<file path="src/hw/rtl/rfp_pkg.sv">
package rfp_pkg;

  // frame layout
  localparam int unsigned FRAME_BYTES   = 9;
  localparam int unsigned PAYLOAD_BYTES = FRAME_BYTES - 3;
  localparam int unsigned CHECK_POS     = FRAME_BYTES - 1;
  localparam int unsigned SLOT_W        = $clog2(PAYLOAD_BYTES);

  // register map and reset values
  localparam logic       REG_HEADER   = 1'b0;
  localparam logic       REG_THRESH   = 1'b1;
  localparam logic [7:0]  HEADER_RESET = 8'd89;
  localparam logic [15:0] THRESH_RESET = 16'd100;

  // temperature conversion: raw*100/8 - 25600
  localparam logic [6:0]  TEMP_SCALE  = 7'd100;
  localparam int unsigned TEMP_SHIFT  = 3;
  localparam logic [15:0] TEMP_OFFSET = 16'd25600;

  // strength that marks a saturated return
  localparam logic [15:0] STRENGTH_SAT = 16'hFFFF;

  typedef logic [PAYLOAD_BYTES-1:0][7:0] payload_t;

  typedef struct packed {
    logic [15:0]        range_cm;
    logic [15:0]        signal_strength;
    logic signed [15:0] temp_centideg;
    logic               reading_valid;
  } reading_t;

endpackage

</file>
<file path="src/hw/rtl/rfp_conv.sv">
module rfp_conv (
  input  rfp_pkg::payload_t payload,
  input  logic [15:0]       strength_threshold,
  output rfp_pkg::reading_t reading
);
  import rfp_pkg::*;

  logic [15:0] range_val;
  logic [15:0] strength;
  logic [15:0] raw_temp;
  logic [22:0] temp_prod;
  logic [19:0] temp_scaled;

  // little-endian byte pairs
  assign range_val = {payload[1], payload[0]};
  assign strength  = {payload[3], payload[2]};
  assign raw_temp  = {payload[5], payload[4]};

  // scale to centidegrees, divide by 8, remove offset, wrap to 16 bits
  assign temp_prod   = {7'd0, raw_temp} * {16'd0, TEMP_SCALE};
  assign temp_scaled = temp_prod[22:TEMP_SHIFT];

  always_comb begin
    reading.range_cm        = range_val;
    reading.signal_strength = strength;
    reading.temp_centideg   = signed'(temp_scaled[15:0] - TEMP_OFFSET);
    reading.reading_valid   = (strength >= strength_threshold) && (strength != STRENGTH_SAT);
  end

endmodule

</file>
<file path="src/hw/rtl/rangefinder_frame_parser.sv">
// a reading appears on the master side in the cycle after its checksum byte is taken
// throughput: one received byte per cycle; the single output register lets a byte in
//   while a reading waits, and only a stalled reading plus a checksum byte stalls input
// reset: parser back to header hunt, sum, position, frame counter and output valid cleared,
//   header_byte back to 89 and strength_threshold back to 100
module rangefinder_frame_parser (
  input  logic        clk,
  input  logic        rst,
  // configuration
  input  logic        psel,
  input  logic        penable,
  input  logic        pwrite,
  input  logic [2:0]  paddr,
  input  logic [31:0] pwdata,
  output logic [31:0] prdata,
  output logic        pready,
  // received bytes
  input  logic        s_tvalid,
  output logic        s_tready,
  input  logic [7:0]  s_tdata,   // [7:0] rx_data
  // readings
  output logic        m_tvalid,
  input  logic        m_tready,
  output logic [79:0] m_tdata,   // [15:0] range_cm, [31:16] signal_strength,
                                 // [47:32] temp_centideg, [79:48] frame_count
  output logic [0:0]  m_tuser    // [0] reading_valid
);
  import rfp_pkg::*;

  typedef enum logic [2:0] {
    PH_HUNT = 3'b001,
    PH_HDR2 = 3'b010,
    PH_BODY = 3'b100
  } phase_t;

  logic [7:0]  header_byte;
  logic [15:0] strength_threshold;

  phase_t      phase, phase_next;
  logic [3:0]  byte_pos, byte_pos_next;
  logic [7:0]  run_sum, run_sum_next;
  payload_t    payload;
  logic [31:0] frame_count;

  logic        s_fire;
  logic        cfg_write;
  logic        emit;
  logic        check_byte;
  logic        store_en;
  logic [SLOT_W-1:0] store_slot;
  reading_t    reading;

  // configuration port
  assign pready    = 1'b1;
  assign cfg_write = psel && penable && pwrite && pready;

  always_ff @(posedge clk) begin
    if (rst) begin
      header_byte        <= HEADER_RESET;
      strength_threshold <= THRESH_RESET;
    end else if (cfg_write) begin
      case (paddr[2])
        REG_HEADER: header_byte        <= pwdata[7:0];
        REG_THRESH: strength_threshold <= pwdata[15:0];
        default:    ;
      endcase
    end
  end

  always_comb begin
    case (paddr[2])
      REG_HEADER: prdata = {24'd0, header_byte};
      REG_THRESH: prdata = {16'd0, strength_threshold};
      default:    prdata = 32'd0;
    endcase
  end

  // only a checksum byte can produce a reading, so only it waits for the output register
  assign check_byte = (phase == PH_BODY) && (byte_pos >= 4'(CHECK_POS));
  assign s_tready   = !m_tvalid || m_tready || !check_byte;
  assign s_fire     = s_tvalid && s_tready;

  // frame parser
  always_comb begin
    phase_next    = phase;
    byte_pos_next = byte_pos;
    run_sum_next  = run_sum;
    emit          = 1'b0;
    store_en      = 1'b0;
    store_slot    = SLOT_W'(byte_pos - 4'd2);
    case (phase)
      PH_HUNT: begin
        if (s_tdata == header_byte) begin
          run_sum_next  = s_tdata;
          byte_pos_next = 4'd1;
          phase_next    = PH_HDR2;
        end
      end
      PH_HDR2: begin
        if (s_tdata == header_byte) begin
          run_sum_next  = run_sum + s_tdata;
          byte_pos_next = 4'd2;
          phase_next    = PH_BODY;
        end else begin
          phase_next = PH_HUNT;
        end
      end
      PH_BODY: begin
        if (byte_pos < 4'(CHECK_POS)) begin
          store_en      = (byte_pos >= 4'd2);
          run_sum_next  = run_sum + s_tdata;
          byte_pos_next = byte_pos + 4'd1;
        end else begin
          emit          = (run_sum == s_tdata);
          phase_next    = PH_HUNT;
          byte_pos_next = 4'd0;
        end
      end
      default: begin
        phase_next = PH_HUNT;
      end
    endcase
  end

  always_ff @(posedge clk) begin
    if (rst) begin
      phase    <= PH_HUNT;
      byte_pos <= 4'd0;
      run_sum  <= 8'd0;
    end else if (s_fire) begin
      phase    <= phase_next;
      byte_pos <= byte_pos_next;
      run_sum  <= run_sum_next;
    end
  end

  // payload bytes of the current frame
  always_ff @(posedge clk) begin
    if (s_fire && store_en) begin
      payload[store_slot] <= s_tdata;
    end
  end

  rfp_conv u_conv (
    .payload            (payload),
    .strength_threshold (strength_threshold),
    .reading            (reading)
  );

  // good frame counter
  always_ff @(posedge clk) begin
    if (rst) begin
      frame_count <= 32'd0;
    end else if (s_fire && emit) begin
      frame_count <= frame_count + 32'd1;
    end
  end

  // output register
  always_ff @(posedge clk) begin
    if (rst) begin
      m_tvalid <= 1'b0;
    end else if (s_fire && emit) begin
      m_tvalid <= 1'b1;
    end else if (m_tready) begin
      m_tvalid <= 1'b0;
    end
  end

  always_ff @(posedge clk) begin
    if (s_fire && emit) begin
      m_tdata <= {frame_count + 32'd1, reading.temp_centideg,
                  reading.signal_strength, reading.range_cm};
      m_tuser <= reading.reading_valid;
    end
  end

  // checks
  a_count_step: assert property (@(posedge clk) disable iff (rst)
    (s_fire && emit) |=> (frame_count == $past(frame_count) + 32'd1))
    else $error("frame counter did not advance by one on a good frame");

  a_stall_blocks_input: assert property (@(posedge clk) disable iff (rst)
    (m_tvalid && !m_tready && check_byte) |-> !s_tready)
    else $error("checksum byte taken while a reading is stalled");

  a_body_position: assert property (@(posedge clk) disable iff (rst)
    (phase == PH_BODY) |-> (byte_pos >= 4'd2 && byte_pos <= 4'(CHECK_POS)))
    else $error("frame byte position out of range");

  a_result_source: assert property (@(posedge clk) disable iff (rst)
    $rose(m_tvalid) |-> $past(s_fire && phase == PH_BODY && byte_pos == 4'(CHECK_POS)))
    else $error("reading produced without a checksum byte");

endmodule

</file>
<file path="config.mk">
export PLATFORM = sky130hd
export DESIGN_NAME = rangefinder_frame_parser
export DESIGN_NICKNAME = d
export VERILOG_FILES = /design/src/hw/rtl/rfp_pkg.sv /design/src/hw/rtl/rfp_conv.sv /design/src/hw/rtl/rangefinder_frame_parser.sv
export SDC_FILE = /design/constraint.sdc
export NUM_CORES = 1
export LEC_CHECK = 0
export ABC_AREA = 1
export BUFFER_PORTS_ARGS = -buffer_cell sky130_fd_sc_hd__buf_2
export CAP_MARGIN = 10
export CORE_MARGIN = 1.5
export CORE_UTILIZATION = 46
export DETAILED_ROUTE_END_ITERATION = 12
export PLACE_DENSITY = 0.7
export SYNTH_ARGS = -nofsm -noshare
export SYNTH_HDL_FRONTEND = slang
export SYNTH_SLANG_ARGS = --single-unit
</file>
<file path="constraint.sdc">
create_clock -name clk -period 4.1 [get_ports clk]
set_input_delay 0.41 -clock clk [delete_from_list [all_inputs] [get_ports clk]]
set_output_delay 0.41 -clock clk [all_outputs]
set_load 0.03 [all_outputs]
</file>
; Word-level counts from Yosys, hierarchy flattened
; Index checks and enable logic that the tools add are counted.
[totals]
reg_bits = 201
input_bits = 50
wordCells = 79
[op_classes]
n_addsub = 5
n_mul = 1
magnitude_cmp = 6
n_eq_ne = 10
mux = 22
bitwise = 1
reduce_logical = 19
[ops]
columns = operator, n
row1 = 32-bit case mux with 2 select lines, 1
row2 = 48-bit bitwise mux, 1
row3 = "32-bit by 1-bit adder with 32-bit output, second input constant", 1
row4 = 8-bit two-way mux, 4
row5 = 8-bit demux with 3-bit select, 1
row6 = 8-bit case mux with 3 select lines, 1
row7 = "16-bit by 5-bit multiplier with 17-bit output, second input constant", 1
row8 = 8-bit == test, 2
row9 = 16-bit >= comparator, 1
row10 = "16-bit != test, second input constant", 1
row11 = "16-bit by 15-bit subtractor with 16-bit output, second input constant", 1
row12 = 4-bit two-way mux, 3
row13 = 4-bit case mux with 3 select lines, 1
row14 = 3-bit two-way mux, 3
row15 = 3-bit case mux with 3 select lines, 1
row16 = 8-bit adder, 1
row17 = 1-bit logical AND, 8
row18 = 1-bit two-way mux, 6
row19 = "2-bit != test, second input constant", 3
row20 = 5-bit AND reduction, 1
row21 = "4-bit by 1-bit adder with 4-bit output, second input constant", 1
row22 = "4-bit by 2-bit >= comparator with 1-bit output, second input constant", 1
row23 = "4-bit >= comparator, second input constant", 1
row24 = "3-bit by 4-bit less-than comparator with 1-bit output, second input constant", 1
row25 = 15 further kinds, 18

; Depth between registers and ports, before layout
; Gate-level depths: netlist of run 1.
[depth]
word_depth = 7
depth_mapped = 18

; Hierarchy
; From an unflattened synthesis of run 1, not the netlist that was laid out.
[unflattened]
hier_cells = 1124
area_unflattened_um2 = 10530.1
[modules_own_cells]
columns = mod, instances, cells_each, area_per_inst_um2, seq_area_each_um2
row1 = rangefinder_frame_parser, 1, 783, 8281.7, 5315.1
row2 = rfp_conv, 1, 341, 2248.4, 0.0

; Worst setup path after synthesis of run 1
; No wires, ideal clock.
[synth_path]
path_type = register to register
start = register payload[38] (netlist bit)
end = register m_tdata[46], data pin
arrival_time_ns = 2.797
required_ns = 3.847
path_slack_ns = 1.050
stages_incl_launch_ff = 19
path_buffers = 0
path_cell_list = edfxtp_1 > ha_1 > ha_1 > inv_1 > fa_1 > inv_1 > ha_1 > nand2_1 > nor2_1 > nand2_1 > nand2_1 > nand2_1 > nand2_1 > inv_1 > ha_1 > nand2_1 > nand2_1 > nand3_1 > nand2_1
[synth_lines]
columns = element, line
row1 = start: declaration, rangefinder_frame_parser.sv:42  ; payload_t payload;
row2 = start signal: indexed assignment, rangefinder_frame_parser.sv:140  ; payload[store_slot] <= s_tdata;
row3 = end signal: assignment, rangefinder_frame_parser.sv:172  ; m_tdata <= {frame_count + 32'd1, reading.temp_centideg,
row4 = end: declaration, rangefinder_frame_parser.sv:24  ; output logic [79:0] m_tdata,

==> results of run 1 <==
-- worst reg2reg max path, cell delays in order, from the launching register on --
cell	delay, ns
edfxtp_1	0.45
ha_1	0.32
ha_1	0.29
inv_1	0.05
fa_1	0.50
inv_1	0.04
ha_1	0.33
inv_1	0.08
o21ai_0	0.22
nor2_1	0.10
nand2_1	0.10
nand2_1	0.06
nand2_1	0.07
inv_1	0.05
ha_1	0.20
nand2_1	0.09
nand2_1	0.05
nand3_1	0.06
nand2_1	0.05
-- per-stage QoR --
step / area (sq um) / setup slack (ns) / cells
floorplan: 10200 / 1.05 / 1091
global placement: 11000 / 0.807 / 1467
detailed placement: 11000 / 0.748 / 1467
CTS: 11700 / 0.748 / 1506
global route: 11700 / 0.506 / 1507
finish: 11700 / 0.757 / 1508
-- synthesized netlist by cell type, types with 2 or more instances --
master    number  share of area [%]
nand4_1       14               0.86
inv_2          7               0.26
o21ai_1        9               0.44
xor2_1        24                2.1
nor3_2         3               0.30
conb_1         2              0.074
nand3b_1       8               0.59
dfxtp_1       72                 14
o21bai_1       2               0.15
nor4_1         4               0.25
nand2_1      189                7.0
fa_1          12                2.4
nor2_1       136                5.0
a21oi_1       49                2.4
nor3_1        13               0.64
nor2_4         6               0.66
clkbuf_1      11               0.41
nand2_2        4               0.25
buf_4         21                1.6
buf_6          3               0.33
inv_1        144                5.3
nand2_4        4               0.44
ha_1          65                8.0
nand3_1       43                2.1
o21ai_0       73                3.6
edfxtp_1     129                 38
xnor2_1       14                1.2
o211ai_1       3               0.22
or2_2          2               0.12
-- worst max-delay path by stage --
stage                      from           to  slack (ns)  depth (start not counted)
global route        payload[38]  m_tdata[46]        0.51                         18
finish              payload[40]  m_tdata[46]        0.76                         18
detailed placement  payload[40]  m_tdata[46]        0.75                         18
floorplan           payload[38]  m_tdata[46]        1.05                         18
CTS                 payload[40]  m_tdata[46]        0.75                         18
global placement    payload[40]  m_tdata[46]        0.81                         18
-- placed cells by master, fill, tap and decap left out, types with 7 or more instances in the layout --
cell	instances
ha_1	65
buf_2	130
o21ai_0	73
dfxtp_1	72
xnor2_1	14
nor2_1	136
inv_2	7
edfxtp_1	129
nand4_1	14
nand3_1	43
nand2_1	189
fa_1	12
o21ai_1	9
clkbuf_16	23
xor2_1	24
nor3_1	13
nand3b_1	8
a21oi_1	49
conb_1	17
inv_1	144
-- sequential cells by signal (all words and copies together), names as in the netlist --
signal,flops
m_tvalid,1
run_sum,8
frame_count,32
m_tdata,80
byte_pos,4
m_tuser,1
header_byte,8
strength_threshold,16
phase,3
payload,48
-- cells by family (layout without fill, tap and decap cells) --
kind of cell	count (synthesis)	after routing	synth area share, %
and+or+nand+nor	431	431	18.8
DFF	201	201	52.3
buffers and inverters	186	322	7.87
AOI/OAI and AO/OA	140	140	7.12
adders and majority gates	77	77	10.4
xor gates and xnor gates	39	39	3.44
other	2	18	0.0739
-- report_power, final --
part           switching [W]  internal [W]  leakage (nW)
registers          0.0000639       0.00221          1.82
logic               0.000444      0.000219          3.14
clock network       0.000777       0.00115         0.337
-- routing by layer --
layer	part of all wire, %	wire, microns	up-vias
met4	1.5	318	0
met3	5.2	1100	26
met5	0	0	-
li1	-	-	3777
met1	45	9600	3464
met2	48	10200	174
-- cell type report --
cell class                 instances  share of cell area (%)
sequential                       201                    45.4
multi-input combinational        704                    35.0
timing repair buffer             132                    5.79
clock buffer                      26                    5.01
inverter                         151                    4.84
tap                              280                    2.99
clock inverter                    13                   0.993
antenna                            1                  0.0214
==> reports/results.txt, run 1 <==
Status: finished clean
Fill count: 1975
Syn Inst Count: 1076
Reg-to-reg endpoint: m_tdata[46]
Hold Path End: header_byte[6]
I/O pin count: 166
Global routing usage on met3: 2.87%
Synth cell types: 39
Crit path DAT: 3.59 ns
Worst vdd ir: 0.000261 V
Vias per cell: 4.93
Post-synth EDFFs: 129
FP Rows: 54
Setup CP Type: flip-flop to flip-flop
Hold crit path type: input pin to flip-flop
Tot Pwr: 0.00486 W
Area Growth Syn to Fin: 15.3%
Skew final: 0.00807 ns
Hold Slack: 0.158 ns
Gr busiest metal: met2
Critical path endpoint category: flip-flop
Nets: 1339
Initial DRT Pass Iterations: 5
Die height: 152 microns
Clk slew on worst S/H paths: 0.06 ns
Grt met2 use: 31.0%
Max-slew violation count: 0
Iter 0 DRT Violations: 488
Detailed-route via count: 7441
Crit path max-delay family: adder cells
Antenna violations before repair: 1
Total Routing Usage GR: 18.6%
Clock latency on the worst-skew pair: 0.49 ns
CP peak stage delay: 0.50 ns
Fmax: 299 MHz
Setup-failing EPs final: 0
Gp weighted congestion: 0.852
CTS Buffer Depth: 3
Grt met1 use: 25.7%
Post-Route WL: 21200 microns
PostCTS Resize Cnt: 0
Asr flop ratio synth: 0%
PwrDens: 415 nW/um^2
Largest net degree at the start of global routing: 95
FF/Latch Area: 5320 sq um
Post-CTS Setup Bufs: 0
DPL Wire Length: 15300 microns
Yosys reg bits: 201
CTS Root Cell: clkbuf_16
Worst Hold Path Cells: 3
Clk sinks: 201
Post-synthesis sequential area ratio: 52.3%
Crit-path cells: ha_1 -> ha_1 -> inv_1 -> fa_1 -> inv_1 -> ha_1 -> inv_1 -> o21ai_0 -> nor2_1 -> nand2_1 -> nand2_1 -> nand2_1 -> inv_1 -> ha_1 -> nand2_1 -> nand2_1 -> nand3_1 -> nand2_1
Cell seen most often among critical-path stages: nand2_1
Grt ovf: 0
Slew margin rel.: 29.6%
CP Max Fanout: 4
CTS tree: built
Worst path slowest cell: fa_1
Final Hold Viols: 0
First-pass GRT wire length: 34100 microns
Syn Area/Cell: 9.44 sq um
Area of the multi-input gates: 4100 sq um
Leakage power: 5.29 nW
Post-route ant nets: 0
RSZ-0062 raised after global routing: no
Final worst path period need: 3.34 ns
Hold-fix buffers, CTS: 0
CORE AREA: 21800 sq um
Setup TNS: 0 ns
Path depth of the worst reg2reg path: 18
Drc violations: 0
R2r setup slk: 0.76 ns
Synth warnings: 0
Vias in the first global route: 6855
# port buffers: 130
Die Span X: 152 microns
Starting Density: 46.7%
WL/cell: 14.0 microns
Top_reg_cell synth: edfxtp_1
Total CTS buffers: 22
Req. time, crit path: 4.35 ns
Final core area utilization: 53.9%
Die ar.: 23000 sq um
CTS H-Tree Depth: 1
Reg2Reg Launch Point: payload[40]
WP buf/inv: 4
Share of layout cells above drive strength 1: 15.7%
Part of the cycle the worst path needs: 81.5%
CP Launch Type: flip-flop
Synth Cell Area: 10200 sq um
Worst Max-Slew Pin Slew: 1.05 ns
HP Start: pwdata[6]
Max cap viols: 0
No activity file was read; power rests on OpenSTA's default activity.
==> inputs of run 2 (changes only) <==
clock period = 3.2 ns   (was 4.1 ns; I/O delays follow)
==> run 2 against run 1 <==
Effect of this change: the flow now finishes with violations (setup timing); worst hold slack got worse by 0.093 ns; sequential cell count unchanged; routed wire length increased by 9.7%; power increased by 30%; maximum frequency increased by 3.0%; cell area increased by 6.8%; highest routed layer unchanged.
==> reports/results.txt, run 2 (synthesis results as in run 1) <==
Status: finished, violations left
Failing checks: setup timing
Finished Layout Cells: 1553
Clk slew on worst S/H paths: 0.06 ns
Met3 routed WL: 1210 microns
Hold crit path type: input pin to flip-flop
Initial DRT Pass Iterations: 5
PwrDens: 503 nW/um^2
CTS Root Cell: clkbuf_16
Die height: 152 microns
Iter 0 DRT Violations: 431
Area Growth Syn to Fin: 23.2%
Final instance area: 12500 sq um
Max FFs per register: 80
Critical path endpoint: m_tdata[47]
Worst path slowest cell: fa_1
Routed wl met2: 11700 microns
Reg2Reg Launch Point: payload[34]
Nets: 1383
Fmax: 308 MHz
Die ar.: 23000 sq um
Share of layout cells above drive strength 1: 24.8%
Biggest regs: m_tdata x80, payload x48, frame_count x32
Commonest non-fill, non-tap cell in the layout: nand2_1
Total Routing Usage GR: 18.8%
Skew final: 0.00857 ns
Wire length on met1: 9910 microns
HP Start: pwdata[6]
Post-route ant nets: 0
Clock latency on the worst-skew pair: 0.49 ns
DPL Wire Length: 15400 microns
Worst vdd ir: 0.000334 V
Final Hold Viols: 0
Detailed-route via count: 7732
CP Launch Type: flip-flop
Max-slew violation count: 0
Antenna violations before repair: 1
Total CTS buffers: 22
R2r setup slk: -0.05 ns
Most frequent cells in the layout: nand2_1, inv_1, buf_2
Grt ovf: 0
Cell count after placement: 1488
WL/cell: 15.0 microns
First-pass GRT wire length: 34500 microns
Starting Density: 46.7%
Vias in the first global route: 7056
Die Span X: 152 microns
I/O pin count: 166
Req. time, crit path: 3.45 ns
CTS Buffer Depth: 3
Crit-path cells: buf_4 -> ha_1 -> ha_1 -> fa_1 -> ha_4 -> a21oi_4 -> nand2_1 -> buf_4 -> nand3_2 -> nand4_1 -> nand2_2 -> nor2_2 -> buf_4 -> nand3_1 -> nand2_1
Worst Max-Slew Pin Slew: 1.03 ns
CORE AREA: 21800 sq um
Reg-to-reg endpoint: m_tdata[47]
Clk sinks: 201
Highest metal used: met4
Max cap viols: 0
Setup CP Type: flip-flop to flip-flop
FP Rows: 54
Part of the cycle the worst path needs: 101%
Cell seen most often among critical-path stages: buf_4
Gp weighted congestion: 0.882
Setup-failing EPs final: 3
CTS H-Tree Depth: 1
Pre-CTS setup slack: -0.0474 ns
Worst Slack Setup Final: -0.0470 ns
# port buffers: 130
Leakage power: 5.58 nW
Hold-fix buffers, CTS: 0
Post-Route WL: 23200 microns
CP Max Fanout: 6
Crit path DAT: 3.49 ns
Largest net degree at the start of global routing: 95
Vias per cell: 4.98
Slew margin rel.: 31.1%
Drc violations: 0
Critical path endpoint category: flip-flop
CP peak stage delay: 0.53 ns
Area after DPL: 11200 sq um
CTS tree: built
Path depth of the worst reg2reg path: 15
Reg with most FFs: m_tdata
Crit path launch: payload[34]
Final worst path period need: 3.25 ns
-- run 2: cell count changes in the layout (fill, tap and decap cells not counted), sizes merged --
cell | previous run | this run
bufinv | 2 | 3
clkbuf | 27 | 24
clkinv | 8 | 9
buf | 131 | 176
clkinvlp | 2 | 3
-- run 2: where the power goes --
group	switching (W)	leakage, nW	internal (W)
logic	0.000564	3.40	0.000281
clock network	0.000991	0.360	0.00155
registers	0.0000821	1.82	0.00283
-- run 2: metrics by stage --
stage | setup TNS, ns | hold WS (ns) | power (W) | utilization [%]
global route | -0.437 | 0.0549 | 0.00659 | 57.5
CTS | 0 | 0.0440 | 0.00636 | 54.9
floorplan | 0 | 0.400 | 0.00364 | -
finish | -0.0778 | 0.0650 | 0.00630 | 57.5
global placement | -0.0225 | 0.402 | 0.00378 | 51.3
detailed placement | -0.0861 | 0.405 | 0.00380 | 51.3
-- run 2: how the worst min path moves through the flow --
stage | to | slack, ns | cells after the start
floorplan | m_tdata[0] | 0.40 | 0
global placement | m_tdata[3] | 0.40 | 0
detailed placement | m_tdata[10] | 0.40 | 0
CTS | header_byte[6] | 0.04 | 3
global route | header_byte[6] | 0.05 | 3
finish | header_byte[6] | 0.06 | 3
-- run 2: per-layer routing --
layer	global-route usage [%]	vias up
met2	32.5	193
met3	3.41	40
li1	-	3879
met4	3.94	0
met5	0	-
met1	24.7	3620
-- run 2: worst max-delay path, delay by kind of cell, from the launching register on --
family / cells / cell delay, ns
AOI/OAI and AO/OA: 1 / 0.18
and+or+nand+nor: 7 / 0.65
buffers and inverters: 3 / 0.45
adders and majority gates: 4 / 1.27
DFF: 1 / 0.46
-- run 2: cell type report --
class,count,area [sq um]
Antenna cell,1,2.50
Clock buffer,24,579
Clock inverter,16,158
Fill cell,1871,9240
Inverter,151,567
Multi-Input combinational cell,704,4530
Sequential cell,201,5320
Tap cell,280,350
Timing Repair Buffer,176,1020
-- run 2: repair_timing --
| item | in CTS | in global routing |
|---|---|---|
| endpoints found under the setup margin | 2 | 5 |
| setup buffers | 3 | 21 |
| gates resized for setup | 7 | 86 |
| pin swaps | 0 | 45 |
==> inputs of run 3 (changes only) <==
GPL_TIMING_DRIVEN = 0   (was unset)
==> run 3 against run 2 <==
Effect of this change: the flow still finishes with violations (setup timing); die area unchanged; global-route usage increased by 0.68 points; routed wire length decreased by 1.2%; core utilization down 0.22 points; cell area down 0.38%; register-to-register slack about the same; clock-buffer cell count increased by 4; worst hold slack lost 0.017 ns; sequential cell count did not move.
==> reports/results.txt, run 3 (synthesis results as in run 1) <==
FP Rows: 54
Crit. path cell count: 18
WL/cell: 14.7 microns
Setup CP Type: flip-flop to flip-flop
Grt ovf: 0
CTS Root Cell: clkbuf_16
# port buffers: 129
Path depth of the worst reg2reg path: 18
Final worst path period need: 3.25 ns
Worst path slowest cell: fa_1
Gp weighted congestion: 0.881
Crit path DAT: 3.50 ns
Status: finished, violations left
Reg2Reg Launch Point: payload[40]
CTS tree: built
Total CTS buffers: 23
Most frequent cells in the layout: nand2_1, inv_1, buf_2, edfxtp_1, nor2_1
Die height: 152 microns
Drc violations: 0
Post-Route WL: 22900 microns
Hold-fix buffers, CTS: 0
Post-route ant nets: 0
Area Growth Syn to Fin: 22.7%
Vias per cell: 4.97
Die Span X: 152 microns
Part of the cycle the worst path needs: 101%
Req. time, crit path: 3.45 ns
Fmax: 308 MHz
Max-slew violation count: 0
Crit-path cells: ha_1 -> ha_1 -> inv_1 -> fa_1 -> inv_2 -> ha_4 -> nand2_2 -> nor2_2 -> nand2_1 -> nand2_1 -> nand2_1 -> nand2_1 -> inv_2 -> ha_4 -> nand2_4 -> nand2_2 -> nand3_2 -> nand2_1
Starting Density: 46.7%
CTS Buffer Depth: 3
Hold crit path type: input pin to flip-flop
Critical path endpoint category: flip-flop
Leakage power: 5.59 nW
Vias in the first global route: 7154
Share of layout cells above drive strength 1: 23.5%
Iter 0 DRT Violations: 404
DPL Wire Length: 16100 microns
Failing checks: setup timing
Worst vdd ir: 0.000408 V
Die ar.: 23000 sq um
Nets: 1391
Commonest non-fill, non-tap cell in the layout: nand2_1
WP buf/inv: 3
CP peak stage delay: 0.50 ns
Biggest regs: m_tdata x80, payload x48, frame_count x32
Worst Slack Setup Final: -0.0460 ns
Initial DRT Pass Iterations: 7
First-pass GRT wire length: 35300 microns
Tot Pwr: 0.00647 W
PwrDens: 518 nW/um^2
Total Routing Usage GR: 19.5%
Cell seen most often among critical-path stages: nand2_1
Max FFs per register: 80
RSZ-0062 raised after global routing: yes
Largest net degree at the start of global routing: 91
I/O pin count: 166
Crit path launch: payload[40]
Detailed-route via count: 7765
R2r setup slk: -0.05 ns
Skew final: 0.0123 ns
Hold Slack: 0.0480 ns
Worst Max-Slew Pin Slew: 1.18 ns
Final instance area: 12500 sq um
CP Max Fanout: 4
Clk slew on worst S/H paths: 0.06 ns
Clock latency on the worst-skew pair: 0.51 ns
Area after DPL: 11200 sq um
CORE AREA: 21800 sq um
Reg with most FFs: m_tdata
CTS H-Tree Depth: 1
Reg-to-reg endpoint: m_tdata[46]
Final Hold Viols: 0
Antenna violations before repair: 0
Crit path max-delay family: adder cells
Max cap viols: 0
Worst Hold Path Cells: 3
Setup-failing EPs final: 1
Diodes inserted: 0
Critical path endpoint: m_tdata[46]
Clk sinks: 201
Slew margin rel.: 20.5%
CP Launch Type: flip-flop
-- run 3: cell types whose count changed in the layout (fill, tap and decap cells not counted), sizes merged --
cell      before  now
clkinvlp       3    0
buf          176  172
clkbuf        24   39
diode          1    0
clkinv         9    8
inv          152  154
-- run 3: what timing repair did --
item,4_1_cts,5_1_grt
resized for setup,17,64
pin swaps,0,49
endpoints found under the setup margin,3,5
setup buffers,8,11
-- run 3: how the worst min path moves through the flow --
stage	from	endpoint	slack [ns]
floorplan	payload[0]	m_tdata[0]	0.40
global placement	payload[3]	m_tdata[3]	0.40
detailed placement	payload[10]	m_tdata[10]	0.40
CTS	pwdata[5]	strength_threshold[5]	0.03
global route	pwdata[5]	strength_threshold[5]	0.05
finish	pwdata[5]	strength_threshold[5]	0.05
-- run 3: cell type report --
class	count	area [sq um]
buffer	35	233
inverter	151	569
tap	280	350
sequential	201	5320
multi-input combinational	704	4440
clock buffer	28	614
fill	1894	9290
clock inverter	14	158
timing repair buffer	148	788
-- run 3: metrics by stage --
step | TNS, ns | std cells | setup WS (ns) | utilization, %
after detailed placement | -0.225 | 1500 | -0.120 | 51.5
final | -0.0460 | 1561 | -0.0460 | 57.3
after CTS | -0.00717 | 1550 | -0.00717 | 55.8
after global placement | -0.150 | 1500 | -0.117 | 51.5
after floorplan | 0 | 1091 | 0.150 | -
after global routing | -0.310 | 1561 | -0.180 | 57.3
-- run 3: per-layer routing --
| layer | up-vias | GRT usage (%) | part of all wire (%) |
|---|---|---|---|
| met2 | 186 | 33.7 | 49 |
| met4 | 0 | 4.81 | 2.3 |
| li1 | 3899 | - | - |
| met5 | - | 0 | 0 |
| met3 | 40 | 3.26 | 5.4 |
| met1 | 3640 | 25.4 | 43 |
-- run 3: worst register-to-register path: cells and delay by family (launching register included) --
family	cells	cell delay [ns]
flip-flops	1	0.41
adder cells (fa/ha/maj)	5	1.60
AND/OR/NAND/NOR	10	0.81
buffers and inverters	3	0.17
-- run 3: power by group --
group	leakage, nW	switching [W]	internal, W	total (W)
Combinational	3.39	0.000581	0.000311	0.000892
Clock	0.384	0.00104	0.00162	0.00266
Sequential	1.82	0.0000818	0.00283	0.00292
Total	5.59	0.00170	0.00476	0.00647
